**src/rtl/weighted_reservoir_sampler_assert.svh**
```systemverilog
// ---------------------------------------------------------------------------
// weighted reservoir sampler assertion macros
// concurrent check wrappers, empty when SYNTHESIS is defined
// ---------------------------------------------------------------------------
`ifndef WEIGHTED_RESERVOIR_SAMPLER_ASSERT_SVH
`define WEIGHTED_RESERVOIR_SAMPLER_ASSERT_SVH

`ifndef SYNTHESIS

// check under reset gating
`define WRS_ASSERT(lbl, clk, rst, prop) \
  lbl: assert property (@(posedge clk) disable iff (rst) prop) \
    else $error("weighted_reservoir_sampler check failed");

// check that also holds across reset
`define WRS_ASSERT_ALWAYS(lbl, clk, prop) \
  lbl: assert property (@(posedge clk) prop) \
    else $error("weighted_reservoir_sampler check failed");

`else

`define WRS_ASSERT(lbl, clk, rst, prop)
`define WRS_ASSERT_ALWAYS(lbl, clk, prop)

`endif

`endif

```
**src/rtl/wrs_ram.sv**
```systemverilog
// ---------------------------------------------------------------------------
// wrs_ram
// generic single write port, single read port ram with registered read
// ---------------------------------------------------------------------------
module wrs_ram #(
  parameter int WIDTH = 32,
  parameter int DEPTH = 64,
  parameter int ADDR_W = (DEPTH > 1) ? $clog2(DEPTH) : 1
) (
  input  logic              clk,
  input  logic              wr_en,
  input  logic [ADDR_W-1:0] wr_addr,
  input  logic [WIDTH-1:0]  wr_data,
  input  logic [ADDR_W-1:0] rd_addr,
  output logic [WIDTH-1:0]  rd_data
);

  logic [WIDTH-1:0] mem [DEPTH];

  always_ff @(posedge clk) begin
    if (wr_en) begin
      mem[wr_addr] <= wr_data;
    end
    rd_data <= mem[rd_addr];
  end

endmodule

```
**config.mk**
```make
export PLATFORM = sky130hd
export DESIGN_NAME = wrs_ram
export DESIGN_NICKNAME = d
export VERILOG_FILES = /design/src/rtl/weighted_reservoir_sampler_assert.svh /design/src/rtl/wrs_ram.sv
export SDC_FILE = /design/constraint.sdc
export NUM_CORES = 2
export LEC_CHECK = 0
export BUFFER_PORTS_ARGS = -buffer_cell sky130_fd_sc_hd__buf_2
export CAP_MARGIN = 10
export CORE_MARGIN = 1.5
export CORE_UTILIZATION = 35
export CTS_BUF_LIST = sky130_fd_sc_hd__clkbuf_4
export CTS_CLUSTER_SIZE = 14
export DETAILED_ROUTE_END_ITERATION = 7
export PLACE_DENSITY_LB_ADDON = 0.15
export REMOVE_ABC_BUFFERS = 1
export SLEW_MARGIN = 15
export SYNTH_ARGS = -nofsm -noshare
export SYNTH_HDL_FRONTEND = slang
export SYNTH_SLANG_ARGS = --single-unit
```
**constraint.sdc**
```tcl
create_clock -name clk -period 3.85 [get_ports clk]
set_input_delay 0.77 -clock clk [delete_from_list [all_inputs] [get_ports clk]]
set_output_delay 0.77 -clock clk [all_outputs]
set_load 0.1 [all_outputs]
```
## Word-level counts from Yosys, hierarchy flattened

Memory sizes are Yosys's and may differ from the RTL's. A register that Yosys moved wholly into a read port is not among the register bits.
Cells that the tools add are included.

| storage, ports and cells | value |
|---|---|
| memories kept | 1 |
| bits in writable memories | 2048 |
| word-level logic and storage cells | 3 |
| register bits | 0 |

Memories:

| memory | depth | width | rd ports | clocked after Yosys merged registers in | wr ports | RTL line | source |
|---|---|---|---|---|---|---|---|
| mem | 64 | 32 | 1 | 1 | 1 | wrs_ram.sv:18 | `logic [WIDTH-1:0] mem [DEPTH];` |

| operators by class | value |
|---|---|
| mux-type cells | 2 |

Operators with widths:

| cell | count |
|---|---|
| 1-bit 2-to-1 mux | 2 |

## Logic depth before layout (Yosys ltp)

| depth | value |
|---|---|
| word-level depth | 2 |
| gate-level depth with buffers | 10 |
| gate-level depth less buffers | 5 |

## Worst setup path before layout

No wires, ideal clock.

| path | value |
|---|---|
| path type | input-to-reg |
| start | in wr_addr[3] |
| end | mem mem[48][0], enable pin |
| setup time | 0.461 ns |
| required time | 3.389 ns |
| cell stages on the path | 4 |
| slack | -0.080 ns |
| data arrival time | 3.469 ns |
| buffers on the path | 1 |
| path through | clkbuf_1 -> nor2b_1 -> nand4b_1 -> nor3_1 |

RTL lines:

| element | RTL line | source |
|---|---|---|
| from (decl) | wrs_ram.sv:12 | `input logic [ADDR_W-1:0] wr_addr,` |
| to (decl) | wrs_ram.sv:18 |  |

Straight into the memory's write port.

## Final worst setup path

| path | value |
|---|---|
| start | reg rd_data[17] (read register of mem) |
| end | out rd_data[17] |

RTL lines:

| element | RTL line | source |
|---|---|---|
| from (decl) | wrs_ram.sv:15 | `output logic [WIDTH-1:0] rd_data` |

No word-level cell between the ends.

==> results.md <==
* PD cells at 512 nW/um2
* Storage element area at 62100 um2
* Synth Cell Area at 78500 um2
* Fin Setup TNS at 0 ns
* Rel. slew slack at 25.3%
* Starting Density at 35.3%
* Post-synthesis simple-gate area fraction at 1.27%
* Drt wl/cell at 30.3 um
* GPL Wtd Cong at 0.770
* Global router's overall resource usage at 19.8%
* EDFF count, synth at 2048
* Worst setup SP type: register
* Synth Area in XOR/XNOR at 0%
* Ys Warns at 0
* Die width at 477 um
* Layout Utilization at 41.4%
* Most common library cells after synthesis: edfxtp_1 (2048), mux4_2 (544), nor2_1 (137)
* Peak VDD IR at 0.353 mV
* Max Fclk at 0.301 GHz
* CP max stage cell: dfxtp_1
* CTS max path bufs at 4
* Final WL at 226000 um
* Slew @ Worst Pin at 1.12 ns
* Vias at 39300
* Die Height at 477 um
* GRT overflow at 0
* Mux share of post-synthesis cell area at 16.8%
* Post-synthesis cell type count at 34
* CTS resizes at 0
* Largest net degree at the start of global routing at 65
* CP top delay family: flip-flops
* Leakage at 29.6 nW
* Yosys top cell by area: edfxtp_1
* Critical Path AT at 2.55 ns
* Core Region at 223000 um2
* DRC errors left at 0
* Clock skew at 0.0982 ns
* Number of I/O pins at 78
* Worst min-delay path class: input pin to register
* Clock sinks at 2080
* Worst skew pair latency at 1.37 ns
* Area growth syn-to-layout at 17.4%
* Fillers at 20000
* First-pass GRT wire length at 317000 um
* Clk slew on worst S/H paths at 0.06 ns
* CTS Buf Count at 571
* CP max FO at 1
* Cells after Synth at 3324
* CP required at 3.08 ns
* Detail Placement HPWL at 132000 um
* PnR Total Power at 0.0472 W
* Ys flop type: edfxtp_1
* Top cell type's share of synthesized area at 78.3%
* Multi-input logic area at 16000 um2
* Critical path, cell by cell: buf_2
* Syn Area/Cell at 23.6 um2
* Tmin final at 3.32 ns
* Outcome: finished, final reports clean
* Area contributors post-synth: edfxtp_1 (78%), mux4_2 (16%), mux2i_1 (1.2%)
* Hold Fails Final Rpt at 0
* Root buf cell: clkbuf_4
* Post-synth ARST share at 0%
* Initial antenna violation count at 18
* DR iter-0 viols at 3603
* Vias in the first global route at 41500
* Crit Path Category: register to output port
* Max-Cap Viols at 0
* Unrepaired setup endpoints after global routing: no
* Htree depth at 6
* DRT Pass-1 Iters at 5
* Register area share after synthesis at 79.1%
* Biggest cell delay along the critical path at 0.66 ns
* Adder-Cell Fraction of Synth Area at 0%
* Die area at 227000 um2
* Most common cell in the netlist: edfxtp_1
* Nets at 4143
* Crit end category: output port
* #FFs+latches synth at 2080
* Row Count at 173
* Setup violators final at 0
* CP Buf/Inv Count at 1
* Proportion of layout cells with a drive suffix above 1 at 40.9%
* Antenna-violating nets left at 0
* Port bufs at 77
* Final period util at 86.3%
* Slew Viols, Final at 0
* Largest family of logic cells by synthesized area: multiplexers
* TritonCTS clock tree: done
* Compound-Gate Fraction of Synth Area at 1.67%
* Vias per std cell at 5.27
logic make-up (layout without fill, tap and decap cells):
logic type | Yosys count | count (layout)
buffers and inverters | 182 | 1338
flip-flops | 2080 | 2080
AO/OA/AOI/OAI | 202 | 202
multiplexers | 637 | 637
other | 0 | 12
AND/OR/NAND/NOR | 223 | 223
sequential cells by signal (all words and copies together) (netlist names):
register	cells
mem	2048
rd_data	32
final cells by class:
type,instances,area share (%)
flip-flops and latches,2080,67.4
multi-input cells,1062,17.3
clock buffers,836,6.81
well taps,2975,4.04
repair buffers,382,3.74
clock inverters,120,0.639
diodes,12,0.0326
per-stage QoR:
stage / cells / cell area (um2) / hold slack, ns / worst slack [ns]
after floorplan: 3142 / 77600 / 0.663 / 0.0723
after global placement: 6472 / 85000 / 0.729 / 0.147
after detailed placement: 6472 / 85000 / 0.723 / 0.165
after CTS: 7449 / 92100 / 0.00153 / 0.373
after global routing: 7465 / 92200 / 0.0299 / 0.422
final: 7467 / 92200 / 0.105 / 0.527
final timing paths:
check	start	end	slack, ns	depth (start not counted)
worst max-delay path	rd_data[17]$_DFF_P_	rd_data[17]	0.53	1
worst min-delay path	wr_data[0]	mem[32][0]$_DFFE_PP_	0.10	1
worst max register to register	mem[59][28]$_DFFE_PP_	rd_data[28]$_DFF_P_	1.43	4
worst min register to register	mem[13][8]$_DFFE_PP_	rd_data[8]$_DFF_P_	0.72	4
power by group:
group / internal [W] / switching, W / leakage, nW
Sequential: 0.0251 / 0.000119 / 18.7
Combinational: 0.000959 / 0.00188 / 6.71
Clock: 0.0102 / 0.00899 / 4.15
Total: 0.0362 / 0.0110 / 29.6
worst register-to-register path: stages, from the launching register on:
cell      delay [ns]
edfxtp_1        0.37
mux4_2          0.50
mux4_2          0.55
o22ai_1         0.72
nor2_1          0.13
routing by layer:
| layer | track usage, % | share of wire [%] | wire, um |
|---|---|---|---|
| met1 | 28.4 | 45 | 102000 |
| met2 | 31.2 | 48 | 108000 |
| met3 | 3.58 | 5.2 | 11700 |
| met4 | 5.48 | 1.9 | 4250 |
| met5 | 0 | 0.012 | 27 |
timing repair:
item	4_1_cts	5_1_grt
hold buffers	21	5
endpoints found under the hold margin	483	239
buffers inserted	0	0
layout by cell type, fill, tap and decap left out, types with 8 or more instances in the layout:
cell type      count
edfxtp_1        2048
buf_4            230
a22oi_1           12
diode_2           12
nor2b_1           14
mux2i_1           93
dfxtp_1           32
a311oi_1           8
dlygate4sd3_1     26
o221ai_1          27
a21oi_1           62
nor2_4            62
clkbuf_4         836
o22ai_1           84
inv_2             15
nand2_1           26
mux4_2           544
buf_12            53
buf_2             69
nor2_1            74
clkinv_1          94
Note: power is estimated with default switching activity, not from simulation.
